**config.mk**
```make
export PLATFORM = sky130hd
export DESIGN_NAME = cau_front
export DESIGN_NICKNAME = d
export VERILOG_FILES = /design/src/sv/complex_arithmetic_unit_assert.svh /design/src/sv/cau_pkg.sv /design/src/sv/cau_front.sv
export SDC_FILE = /design/constraint.sdc
export NUM_CORES = 2
export LEC_CHECK = 0
export BUFFER_PORTS_ARGS = -buffer_cell sky130_fd_sc_hd__buf_2
export CAP_MARGIN = 20
export CORE_MARGIN = 2
export CORE_UTILIZATION = 60
export DETAILED_ROUTE_END_ITERATION = 6
export PLACE_DENSITY = 0.77
export SETUP_SLACK_MARGIN = 0.5
export SLEW_MARGIN = 40
export SYNTH_ARGS = -nofsm -noshare
export SYNTH_HDL_FRONTEND = slang
export SYNTH_SLANG_ARGS = --single-unit
```
**constraint.sdc**
```tcl
create_clock -name clk -period 11.39 [get_ports clk]
set_clock_uncertainty 0.2 [all_clocks]
set_input_delay 1.139 -clock clk [delete_from_list [all_inputs] [get_ports clk]]
set_output_delay 1.139 -clock clk [all_outputs]
set_load 0.005 [all_outputs]
```
**src/sv/complex_arithmetic_unit_assert.svh**
```systemverilog
// Assertion macros for the complex arithmetic unit
`ifndef COMPLEX_ARITHMETIC_UNIT_ASSERT_SVH
`define COMPLEX_ARITHMETIC_UNIT_ASSERT_SVH
// property checked every clock outside reset
`define CAU_CHECK(lbl, prop, msg) \
  lbl: assert property (@(posedge clk) disable iff (rst) prop) else $error(msg);
// property checked only while the result register is loaded
`define CAU_CHECK_RES(lbl, prop, msg) \
  lbl: assert property (@(posedge clk) disable iff (rst) res_valid |-> (prop)) else $error(msg);
`endif

```
**src/sv/cau_pkg.sv**
```systemverilog
// Shared types and constants for the complex arithmetic unit
package cau_pkg;
  localparam int DATA_W = 16;
  localparam int FRAC_W = 8;
  localparam int PROD_W = 2 * DATA_W;
  localparam int SUM_W  = PROD_W + 2;
  localparam int MAG_W  = PROD_W;
  localparam int QUO_W  = DATA_W + FRAC_W + 1;

  localparam logic [1:0] KIND_ADD = 2'd0;
  localparam logic [1:0] KIND_SUB = 2'd1;
  localparam logic [1:0] KIND_MUL = 2'd2;
  localparam logic [1:0] KIND_DIV = 2'd3;

  typedef struct packed {
    logic [1:0]               kind;
    logic signed [DATA_W-1:0] x_re;
    logic signed [DATA_W-1:0] x_im;
    logic signed [DATA_W-1:0] y_re;
    logic signed [DATA_W-1:0] y_im;
  } in_t;

  typedef struct packed {
    logic signed [DATA_W-1:0] res_re;
    logic signed [DATA_W-1:0] res_im;
    logic                     overflow;
    logic                     div_by_zero;
  } out_t;

  typedef struct packed {
    logic [1:0]       kind;
    logic             re_neg;
    logic             im_neg;
    logic [MAG_W-1:0] re_mag;
    logic [MAG_W-1:0] im_mag;
    logic [MAG_W-1:0] den;
    logic             dz;
  } mid_t;

  typedef struct packed {
    logic [1:0]       kind;
    logic             re_neg;
    logic             im_neg;
    logic             re_cap;
    logic             im_cap;
    logic             dz;
    logic [MAG_W-1:0] den;
    logic [MAG_W-1:0] re_rem;
    logic [MAG_W-1:0] im_rem;
    logic [QUO_W-1:0] re_sh;
    logic [QUO_W-1:0] im_sh;
    logic [QUO_W-1:0] re_q;
    logic [QUO_W-1:0] im_q;
  } div_t;
endpackage

```
**src/sv/cau_front.sv**
```systemverilog
// Products, sums and sign/magnitude split (three stages)
module cau_front (
  input  logic          clk,
  input  logic          rst,
  input  logic          en,
  input  logic          in_valid,
  input  cau_pkg::in_t  in_data,
  output logic          out_valid,
  output cau_pkg::mid_t out_data
);
  logic v1, v2;
  logic [1:0] k1, k2;
  logic signed [cau_pkg::PROD_W-1:0] ac, bd, ad, bc, cc, dd;
  logic signed [cau_pkg::DATA_W:0] as_re, as_im;
  logic signed [cau_pkg::SUM_W-1:0] re2, im2, re2_next, im2_next;
  logic [cau_pkg::MAG_W-1:0] den2;
  logic [cau_pkg::SUM_W-1:0] re_abs, im_abs;

  always_ff @(posedge clk) begin
    if (rst) begin
      v1 <= 1'b0;
      v2 <= 1'b0;
      out_valid <= 1'b0;
    end else if (en) begin
      v1 <= in_valid;
      v2 <= v1;
      out_valid <= v2;
    end
  end

  always_ff @(posedge clk) begin
    if (en) begin
      k1 <= in_data.kind;
      ac <= in_data.x_re * in_data.y_re;
      bd <= in_data.x_im * in_data.y_im;
      ad <= in_data.x_re * in_data.y_im;
      bc <= in_data.x_im * in_data.y_re;
      cc <= in_data.y_re * in_data.y_re;
      dd <= in_data.y_im * in_data.y_im;
      if (in_data.kind == cau_pkg::KIND_SUB) begin
        as_re <= {in_data.x_re[cau_pkg::DATA_W-1], in_data.x_re}
               - {in_data.y_re[cau_pkg::DATA_W-1], in_data.y_re};
        as_im <= {in_data.x_im[cau_pkg::DATA_W-1], in_data.x_im}
               - {in_data.y_im[cau_pkg::DATA_W-1], in_data.y_im};
      end else begin
        as_re <= {in_data.x_re[cau_pkg::DATA_W-1], in_data.x_re}
               + {in_data.y_re[cau_pkg::DATA_W-1], in_data.y_re};
        as_im <= {in_data.x_im[cau_pkg::DATA_W-1], in_data.x_im}
               + {in_data.y_im[cau_pkg::DATA_W-1], in_data.y_im};
      end
    end
  end

  always_comb begin
    case (k1)
      cau_pkg::KIND_MUL: begin
        re2_next = cau_pkg::SUM_W'(ac) - cau_pkg::SUM_W'(bd);
        im2_next = cau_pkg::SUM_W'(ad) + cau_pkg::SUM_W'(bc);
      end
      cau_pkg::KIND_DIV: begin
        re2_next = cau_pkg::SUM_W'(ac) + cau_pkg::SUM_W'(bd);
        im2_next = cau_pkg::SUM_W'(bc) - cau_pkg::SUM_W'(ad);
      end
      default: begin
        re2_next = cau_pkg::SUM_W'(as_re);
        im2_next = cau_pkg::SUM_W'(as_im);
      end
    endcase
  end

  always_ff @(posedge clk) begin
    if (en) begin
      k2 <= k1;
      re2 <= re2_next;
      im2 <= im2_next;
      den2 <= cau_pkg::MAG_W'($unsigned(cc)) + cau_pkg::MAG_W'($unsigned(dd));
    end
  end

  assign re_abs = re2[cau_pkg::SUM_W-1] ? -re2 : re2;
  assign im_abs = im2[cau_pkg::SUM_W-1] ? -im2 : im2;

  always_ff @(posedge clk) begin
    if (en) begin
      out_data.kind   <= k2;
      out_data.re_neg <= re2[cau_pkg::SUM_W-1];
      out_data.im_neg <= im2[cau_pkg::SUM_W-1];
      out_data.re_mag <= re_abs[cau_pkg::MAG_W-1:0];
      out_data.im_mag <= im_abs[cau_pkg::MAG_W-1:0];
      out_data.den    <= den2;
      out_data.dz     <= (den2 == '0);
    end
  end
endmodule

```
### Yosys cells after proc, flatten, opt, wreduce, memory -nomap -nowiden

Cells that the tools add are included.

* logic and storage cells: 50
* register bits after elaboration: 434
* input port bits: 70
* output and inout bits: 102

* multiplexer cells: 6
* equal/unequal tests: 3
* add/sub/neg operators: 11
* multipliers: 6
* reductions and logical operators: 1

Operators with widths (number)
* multiplier 16 x 16 -> 32 bit: 6
* case mux 34 bit (2 select lines): 2
* adder 32 x 32 -> 33 bit: 2
* subtractor 32 x 32 -> 33 bit: 2
* two-way mux 32 bit: 2
* negation 32 bit: 2
* adder 16 x 16 -> 17 bit: 2
* two-way mux 17 bit: 2
* subtractor 16 x 16 -> 17 bit: 2
* adder 32 bit: 1
* logical NOT 32 bit: 1
* equality test 2 bit, second input constant: 2
* equality test 2 x 1 -> 1 bit, second input constant: 1

### Depth between registers and ports, before layout

* depth after elaboration: 2
* depth in mapped cells: 26
* gate-level depth less buffers: 25

### Least setup slack after synthesis

No wires, ideal clock.

* path kind: input-to-reg
* start: input port in_data[15] in the netlist's numbering
* end: register dd[31] in the netlist's numbering, data pin
* data required time: 10928 ps
* path buffers: 2
* setup slack: 3724 ps
* cell stages on the path: 21
* setup time: 262 ps
* arrival: 7204 ps
* cells stage by stage: inv_1 -> clkbuf_1 -> buf_1 -> nor2_1 -> fa_1 -> fa_1 -> fa_1 -> fa_1 -> fa_1 -> inv_1 -> fa_1 -> inv_1 -> ha_1 -> and3_1 -> and3_1 -> a221o_1 -> a21oi_1 -> o211a_1 -> o41ai_1 -> a21oi_1 -> xor2_1

* cells in the longest elaborated chain, start to end: 1

RTL lines
* start, declared: RTL line cau_front.sv:7 `input cau_pkg::in_t in_data,`
* multiplier 16 x 16 -> 32 bit: RTL line cau_front.sv:39 `dd <= in_data.y_im * in_data.y_im;`
* end signal, assigned: RTL line cau_front.sv:39
* end, declared: RTL line cau_front.sv:13 `logic signed [cau_pkg::PROD_W-1:0] ac, bd, ad, bc, cc, dd;`

Every way passes these cells.
A chain may end at the register's enable or synchronous reset.

### Final worst setup path

* start: input port in_data[28] in the netlist's numbering
* end: register cc[31] in the netlist's numbering, data pin

* cells in the longest elaborated chain, start to end: 1

RTL lines
* multiplier 16 x 16 -> 32 bit: RTL line cau_front.sv:38 `cc <= in_data.y_re * in_data.y_re;`
* end signal, assigned: RTL line cau_front.sv:38
* end, declared: RTL line cau_front.sv:13

Every way passes these cells.

==> run summary <==
Final #Nets: 10320
Synth area leader: fa_1
Worst-Skew Late Latency: 670 ps
initial antenna violation count: 14
total of max-cap violations: 0
Mapped Avg Cell Area: 9.784 um2
CTS Buf Count: 50
Worst-path clk slew: 60 ps
critical path class: input port to register
CP endpoint: cc[31]
Core ar.: 0.1311 mm2
worst r2r path cells: 16
root buf cell: clkbuf_16
EDFF count, synth: 427
Die H: 367.1 um
DIE WIDTH: 367.1 um
Placer Congestion: 0.9575
layout cell share with drive strength beyond 1: 4.816%
sequential fraction of the synthesis area: 16.28%
minimum clock period: 8099 ps
Slew @ Worst Pin: 1119 ps
DRC: 0
Total Routed Length: 199800 um
hpwl dp: 157200 um
worst-path fanout max: 45
CP Buf/Inv Count: 6
CTS max path bufs: 3
Worst path max stage delay: 730 ps
Slew HR: 25.40%
synth warn: 0
Final Max Tran Viols: 0
Primary FF master, synth: edfxtp_1
I/O pin total: 172
reg2reg start: bd[4]
total placed instance area: 0.08163 mm2
required time worst endpoint: 11560 ps
CTS H-Tree Depth: 2
drt pass-1 iters: 6
Top delay family on crit path: adder cells
first-pass GRT wire length: 322400 um
port bufs: 171
Area contributors post-synth: fa_1 38%, edfxtp_1 16%, ha_1 10%
cell row count: 133
final setup violation count: 0
commonest non-fill, non-tap cell in the layout: inv_1
grt ovf: 0
Synth Cell Area: 0.07912 mm2
number of global-route vias before repair: 60140
worst hold slack: 218.3 ps
FF-to-FF setup slack: 5500 ps
antenna-violating nets left: 0
total number of vias: 56030
Final Hold Vio Count: 0
Vias per Instance: 5.672
Critical-path top delay cell: clkinv_1
TritonCTS clock tree: yes
status: complete, no violations
Post-CTS Resized: 0
commonest non-fill, non-tap cells in the layout: 1855 x inv_1, 1518 x fa_1, 763 x nand2_1, 656 x ha_1, 521 x and2_1
Hold Crit Class: register to register
initial DRC count: 4719
fin area: 0.08339 mm2
Critical R2R Capture: re2[29]
initial core utilization: 60.34%
Arrival @ worst endpoint: 8270 ps
total global-route track usage: 30.52%
Die Area: 0.1348 mm2
Final Cycle Share: 71.11%
area grow syn2layout: 5.396%
#FFs+latches synth: 430
async set-reset flop share out of synthesis: 0%
final setup TNS: 0 ps
synthesized instance count: 8087
most frequent cell on the critical path: fa_1
Post-CTS Setup Repair Bufs: 0
top cell type's share of synthesized area: 38.41%
CP startpoint kind: input port
Distinct cells, synth: 77
Hold Path Origin: k2[1]
FMAX: 123.5 MHz
RSZ-0062 raised after global routing: no
hold-fix buffers at CTS: 0
worst setup path startpoint: in_data[28]
syn nets: 10330
WP depth: 25
critical path capture point type: register
largest net degree at the start of global routing: 149
CTS Sinks: 430
wire per inst: 20.22 um
==> through the flow <==
step,instances,setup slack (ps),utilization [%]
4_1_cts,9870,3360,63.49
3_3_place_gp,9773,2674,62.18
2_1_floorplan,8087,3724,-
5_1_grt,9875,2989,63.59
6_report,9878,3291,63.59
3_5_place_dp,9777,2696,62.25
==> sequential cells by signal, indices dropped and copies added (netlist names) <==
name / cells
re2: 33
k2: 2
den2: 32
dd: 31
out_data: 101
ac: 32
as_im: 17
bc: 32
ad: 32
out_valid: 1
im2: 33
v2: 1
k1: 2
cc: 31
as_re: 17
bd: 32
v1: 1
==> worst min-delay path by stage <==
stage / to / slack, ps / depth (start not counted)
final: out_data[100] / 220 / 0
after global routing: out_data[100] / 230 / 0
after CTS: out_data[100] / 220 / 0
after detailed placement: out_data[100] / 210 / 0
after global placement: out_data[100] / 200 / 0
after floorplan: out_data[100] / 200 / 0
==> cell families after synthesis <==
| family | share of synthesized area [%] |
|---|---|
| simple gates | 12.05 |
| xor+xnor | 5.380 |
| mux | 0.4681 |
| fa+ha+maj | 48.78 |
| flops | 16.28 |
| buf+inv | 10.30 |
| compound gates | 6.734 |
==> metal layers <==
metal | global-route usage [%] | up-vias | wire length [um]
li1 | - | 24820 | -
met1 | 40.87 | 28440 | 78280
met2 | 50.00 | 2344 | 94920
met3 | 6.202 | 417 | 19240
met4 | 9.978 | 8 | 7263
met5 | 0 | - | 71
==> Yosys cell counts, types with 13 or more instances <==
cell type,n
o21ai_0,184
xor2_1,110
mux2_2,24
a21oi_1,240
edfxtp_1,427
xnor2_1,376
or3_1,32
o21bai_1,44
a31o_2,15
clkbuf_1,267
o31ai_1,43
and3_1,27
nand3_1,50
nand4_1,23
inv_1,1856
buf_1,33
nand2b_1,53
o41ai_1,18
nor2_1,329
o21a_1,33
nor4_1,23
a211oi_1,19
or4_1,19
a21o_1,101
nand2_1,763
nor3_1,50
a31oi_1,24
fa_1,1518
and2_1,521
a211o_1,13
nor2b_1,32
ha_1,656
==> layout make-up <==
class | instances | area, um2
flip-flops and latches | 430 | 12880
well taps | 1755 | 2196
diodes | 5 | 12.51
fillers | 10590 | 47740
clock inverters | 37 | 351.6
multi-input cells | 5486 | 58110
inverters | 1870 | 7019
clock buffers | 56 | 1274
repair buffers | 239 | 1541
Power is not shown: default switching activity piles up to over one toggle a cycle in this logic, so the estimate is an artifact.
